[src/hdl/gpsm_pkg.sv]
// gpsm_pkg: shared types and constants for the goose publisher sequence monitor
// used by gpsm_ctrl, gpsm_datapath and the top level

package gpsm_pkg;

  localparam int KindW = 2;
  localparam logic [KindW-1:0] KIND_UNRESOLVED = 2'd1;
  localparam logic [KindW-1:0] KIND_PUBLISH = 2'd2;

  localparam int NumAttr = 9;
  localparam int PrintW = 7;
  localparam int DigestAttr = 7;
  localparam int TtlPresentBit = 9;

  localparam int FindW = 16;
  localparam int F_UNRESOLVED = 0;
  localparam int F_SOURCE = 1;
  localparam int F_ST_REGRESS = 2;
  localparam int F_SQ_NONINCR = 3;
  localparam int F_NEW_STATE_SQ = 4;
  localparam int F_TTL = 5;
  localparam int F_INTERVAL = 6;
  localparam int F_ATTR0 = 7;

  // register indexes on the config port
  localparam logic REG_INTERVAL = 1'b0;
  localparam logic REG_TOLERANCE = 1'b1;

  // controller to datapath
  typedef struct packed {
    logic capture;     // latch the input item and start table reads
    logic evaluate;    // run checks, write tables, load output register
    logic unresolved;  // result is the unresolved-identity form
  } gpsm_cmd_t;

  // datapath to controller
  typedef struct packed {
    logic out_busy;    // output register holds an item not yet taken
  } gpsm_status_t;

endpackage

[src/hdl/gpsm_ctrl.sv]
// gpsm_ctrl: controller state machine, capture then evaluate for each publish or unresolved item
// depends on gpsm_pkg

module gpsm_ctrl (
  input  logic                  clk,
  input  logic                  rst,
  input  logic                  s_tvalid,
  output logic                  s_tready,
  input  logic [1:0]            s_kind,
  input  gpsm_pkg::gpsm_status_t status,
  output gpsm_pkg::gpsm_cmd_t   cmd
);
  import gpsm_pkg::*;

  typedef enum logic {S_IDLE, S_EVAL} state_t;
  state_t state;
  logic   unres;

  // accept only when idle and the output register can take the result
  assign s_tready = (state == S_IDLE) && !status.out_busy;

  assign cmd.capture = s_tvalid && s_tready;
  assign cmd.evaluate = (state == S_EVAL);
  assign cmd.unresolved = unres;

  // state and registered kind flag
  always_ff @(posedge clk) begin
    if (rst) begin
      state <= S_IDLE;
      unres <= 1'b0;
    end else begin
      unique case (state)
        S_IDLE: begin
          if (s_tvalid && s_tready &&
              (s_kind == KIND_PUBLISH || s_kind == KIND_UNRESOLVED)) begin
            state <= S_EVAL;
            unres <= (s_kind == KIND_UNRESOLVED);
          end
        end
        S_EVAL: state <= S_IDLE;
        default: state <= S_IDLE;
      endcase
    end
  end
endmodule

[config.mk]
export PLATFORM = sky130hd
export DESIGN_NAME = gpsm_ctrl
export DESIGN_NICKNAME = d
export VERILOG_FILES = /design/src/hdl/gpsm_pkg.sv /design/src/hdl/gpsm_ctrl.sv
export SDC_FILE = /design/constraint.sdc
export NUM_CORES = 1
export LEC_CHECK = 0
export ABC_AREA = 1
export BUFFER_PORTS_ARGS = -buffer_cell sky130_fd_sc_hd__buf_2
export CELL_PAD_IN_SITES_DETAIL_PLACEMENT = 0
export CELL_PAD_IN_SITES_GLOBAL_PLACEMENT = 1
export CORE_AREA = 2 2 39 41
export CTS_CLUSTER_DIAMETER = 100
export DETAILED_ROUTE_END_ITERATION = 6
export DIE_AREA = 0 0 41 43
export PLACE_DENSITY_LB_ADDON = 0.1
export SLEW_MARGIN = 20
export SYNTH_ARGS = -nofsm -noshare
export SYNTH_HDL_FRONTEND = slang
export SYNTH_SLANG_ARGS = --single-unit
[constraint.sdc]
create_clock -name clk -period 0.9 [get_ports clk]
set_clock_uncertainty 0.15 [all_clocks]
set_input_delay 0 -clock clk [delete_from_list [all_inputs] [get_ports clk]]
set_output_delay 0 -clock clk [all_outputs]
set_load 0.01 [all_outputs]
After elaboration in Yosys (flattened, before gate mapping)
Index checks and enable logic that the tools add are counted.
{ "word_totals": {"reg_bits": 2, "latchBits": 0, "ram_bits": 0, "mem_bits_ro": 0, "in_bits": 6, "n_memories": 0} }
{ "classes": {"n_addsub": 0, "n_mul": 0, "n_div": 0, "order_cmp": 0, "eq_ne": 2, "shift": 0, "muxes": 2, "bitwise": 1, "reduce_logical": 6} }
{ "ops": {"columns": ["op", "n"], "rows": [
  ["1-bit logical AND", 3],
  ["2-bit by 1-bit equality test with 1-bit output, second input constant", 1],
  ["2-bit equality test, second input constant", 1],
  ["1-bit one-hot mux with 2 select lines", 1],
  ["2-bit AND reduction", 1],
  ["1-bit logical NOT", 1],
  ["1-bit logical OR", 1],
  ["1-bit 2-to-1 mux", 1],
  ["1-bit inverter", 1]
]} }

Longest topological paths before layout
{ "depth": {"depth_word": 6, "depth_mapped": 7, "depth_no_buf": 7} }

Least setup slack after synthesis
No wires, ideal clock.
{ "synth_timing": {"path_kind": "register to register", "start": "register state", "end": "register unres", "arrival_ns": 0.731, "t_required_ns": 0.686, "path_slack_ns": -0.045, "path_stages_with_launch": 6, "n_path_buf": 0, "cell_sequence": "dfxtp_1 nor2_2 nand3_2 nand2_1 inv_1 nor2_1"} }
{ "synth_between": {"elab_chain_cells": 5} }
{ "synth_rtl": {"columns": ["item", "line_no", "text"], "rows": [
  ["from (decl)", "gpsm_ctrl.sv:16", "state_t state;"],
  ["from (signal assigned)", "gpsm_ctrl.sv:29", "state <= S_IDLE;"],
  ["from (signal assigned)", "gpsm_ctrl.sv:36", "state <= S_EVAL;"],
  ["from (signal assigned)", "gpsm_ctrl.sv:40", "S_EVAL: state <= S_IDLE;"],
  ["1-bit inverter", null, null],
  ["1-bit logical AND", "gpsm_ctrl.sv:20", "assign s_tready = (state == S_IDLE) && !status.out_busy;"],
  ["via s_tready", "gpsm_ctrl.sv:8", "output logic s_tready,"],
  ["1-bit logical AND (2 in series)", "gpsm_ctrl.sv:34", "if (s_tvalid && s_tready &&"],
  ["2-bit AND reduction (no source line)", null, null],
  ["to (signal assigned)", "gpsm_ctrl.sv:37", "unres <= (s_kind == KIND_UNRESOLVED);"],
  ["to (decl)", "gpsm_ctrl.sv:17", "logic unres;"]
]} }
The timed path passes the listed nets, and every way through them passes these cells.
A chain may end at the register's enable or synchronous reset.

==> run_results.csv <==
group,metric,value,unit
outcome,status,"finished, violations left",
outcome,failed_checks,"hold timing, setup timing",
timing,clock.fmax,1010,MHz
clock_network,clockBufferDepth,2,
place,placed_cell_area,190,µm²
grt,overflow,0,
layout,drive_above_1_share,53.3,%
layout,diodes,0,
synth,yosys_warnings,0,
power,p_int,0.275,mW
worst_hold_path,min_from,"s_tvalid",
place,dp.cells,42,
synth,synth_top_area_cell,"dfxtp_1",
place,gp_congestion,0.577,
synth,netlist_area,135,µm²
clock_network,clk_latency,0.22,ns
worst_setup_path,cpPeakStageDelay,0.33,ns
layout,area_delta_synth_final,74.1,%
clock_network,htree_num_levels,1,
timing,setup_violations,3,
layout,stdcell_count,46,
drt,via_per_inst,2.89,
clock_network,path_clk_slew,0.03,ns
timing,fin_hold_ws,-0.104,ns
clock_network,clockRootBuffer,"clkbuf_4",
timing,slew-limit-headroom,92.5,%
timing,rsz0062_at_grt,"yes",
drt,wl,295,µm
power,clkPwrFrac,54.2,%
power,ir_drop,0.161,mV
grt,grt_pass1_wl,503,µm
layout,post-route-util,17.0,%
power,p_sw,0.0810,mW
worst_setup_path,critPathSlowestCell,"dfxtp_2",
synth,synthCells,19,
worst_setup_path,timing.rr.start,"state",
power,comb_power_share,18.5,%
clock_network,cts.sinks,2,
floorplan,floorplan.die_area,1760,µm²
grt,grt_max_degree,4,
synth,ys_ff_latch,2,
synth,synth_area_leaders,"dfxtp_1, inv_1, buf_4",
timing,hold_violations,2,
synth,synth_cell_types,10,
timing,worst_pin_slew,0.112,ns
synth,yosysSeqAreaShare,29.6,%
timing,drv_slew,0,
worst_setup_path,worstSetupStartpointType,"flip-flop",
clock_network,postCtsHoldBufs,1,
grt,track_usage,4.70,%
drt,vias,133,
floorplan,fp.dieH,43,µm
layout,mostFrequentLayoutCells,"buf_2, inv_1, clkbuf_4, nor2_1, nand2_1",
worst_setup_path,crit_type,"reg2out",
floorplan,core_area,1380,µm²
layout,final_common_cell,"buf_2",
worst_setup_path,crit_arrival,0.84,ns
timing,fin_crit,0.988,ns
layout,postLayoutCellArea,235,µm²
floorplan,initial_core_util,9.76,%
grt,antenna_found_initial,0,
job,cap_violations,0,
synth,synthesis.nets,26,
worst_setup_path,crit_fanout,3,
grt,grt_pass1_vias,149,
power,cellLeakagePower,0.130,nW
drt,wl_per_cell,6.41,µm
drt,antenna_left,0,
worst_setup_path,crit_start,"state",
synth,synth_area_per_cell,7.11,µm²
drt,drt_iter0_drc,0,
worst_setup_path,cp_top_family,"flip-flops",
clock_network,cts_tree,"done",
worst_setup_path,crit_chain,"nor3b_2 -> buf_2",
floorplan,fp.dieW,41,µm
drt,drt-pass1-iter-count,1,
worst_setup_path,crit_buf_inv,1,
power,p_seq_share,27.3,%
layout,final_nets,39,
place,port_buffers,9,
timing,timing.final.ws_setup,-0.0882,ns
drt,drcViolationCount,0,
clock_network,post_cts_buffers,0,
worst_setup_path,worst-endpoint-required,0.75,ns
power,switching_share,22.8,%
worst_hold_path,min_path_type,"in2reg",
clock_network,cts_inserted_buffers,3,
timing,fin_crit_sh,110,%
floorplan,ios,10,
power,p_per_area,1510,nW/µm²
place,dpl.hpwl,253,µm
floorplan,rows,14,
synth,yosysTopAreaCellShare,29.6,%
worst_setup_path,crit_path_end_kind,"output port",
==> what timing repair did <==
action | CTS | global route
gates resized for setup | 3 | 0
endpoints found under the setup margin | 4 | 3
hold endpoints to repair | 2 | 1
==> per-layer routing <==
| metal | global-route usage (%) | routed length (µm) |
|---|---|---|
| met5 | 0 | 0 |
| met1 | 5.73 | 121 |
| met2 | 5.31 | 148 |
| met4 | 8.00 | 0 |
| met3 | 0 | 25 |
==> cells in the mapped netlist <==
| cell | number |
|---|---|
| buf_4 | 2 |
| nand4_1 | 1 |
| nor2_1 | 2 |
| ha_1 | 1 |
| nand2_1 | 2 |
| nor2_2 | 1 |
| inv_1 | 6 |
| dfxtp_1 | 2 |
| nor3b_1 | 1 |
| nand3_2 | 1 |
==> path summary, 6_finish.rpt <==
| path | endpoint | slack, ns | cells after the start |
|---|---|---|---|
| worst max-delay path | cmd[2] | -0.09 | 2 |
| worst min-delay path | state | -0.10 | 3 |
| worst max register to register | unres | -0.01 | 5 |
| worst min register to register | unres | 0.36 | 4 |
==> flip-flops by register name, summed over array words and instances, names as in the netlist <==
| name | cells |
|---|---|
| unres | 1 |
| state | 1 |
==> worst reg2reg max path, cell delays in order (launching register included) <==
cell and delay (ns):
dfxtp_2 0.33, nor2_4 0.11, nand3_2 0.08, nand2_1 0.06, inv_1 0.03, nor2_1 0.08
==> per-stage QoR <==
| stage | hold slack, ns | total power [mW] | setup WS (ns) | TNS (ns) |
|---|---|---|---|---|
| 2_1_floorplan | -0.121 | 0.134 | 0.000599 | 0 |
| 3_3_place_gp | 0.0324 | 0.155 | -0.0382 | -0.0382 |
| 3_5_place_dp | 0.0326 | 0.156 | -0.0376 | -0.0376 |
| 4_1_cts | -0.105 | 0.371 | -0.109 | -0.173 |
| 5_1_grt | -0.0773 | 0.380 | -0.136 | -0.284 |
| 6_report | -0.104 | 0.356 | -0.0882 | -0.124 |
==> cell type report <==
class,instances,area [µm²]
Sequential cell,2,41.3
Multi-Input combinational cell,9,67.6
Tap cell,16,20.0
Timing Repair Buffer,10,61.3
Clock buffer,3,22.5
Inverter,6,22.5
Fill cell,160,1150
==> power by group through the flow <==
stage,sequential [mW],clock [mW],combinational [mW]
floorplan,0.0975,0,0.0365
CTS,0.0973,0.207,0.0672
finish,0.0972,0.193,0.0657
global route,0.0977,0.207,0.0756
global placement,0.0978,0,0.0576
detailed placement,0.0979,0,0.0580
==> cell families (layout without fill, tap and decap cells) <==
family / count (synthesis) / in the layout / synth area share, %
fa+ha+maj: 1 / 1 / 9.26
buf+inv: 8 / 19 / 27.8
flops: 2 / 2 / 29.6
simple gates: 8 / 8 / 33.3
Power figures use the tool's default switching activity.
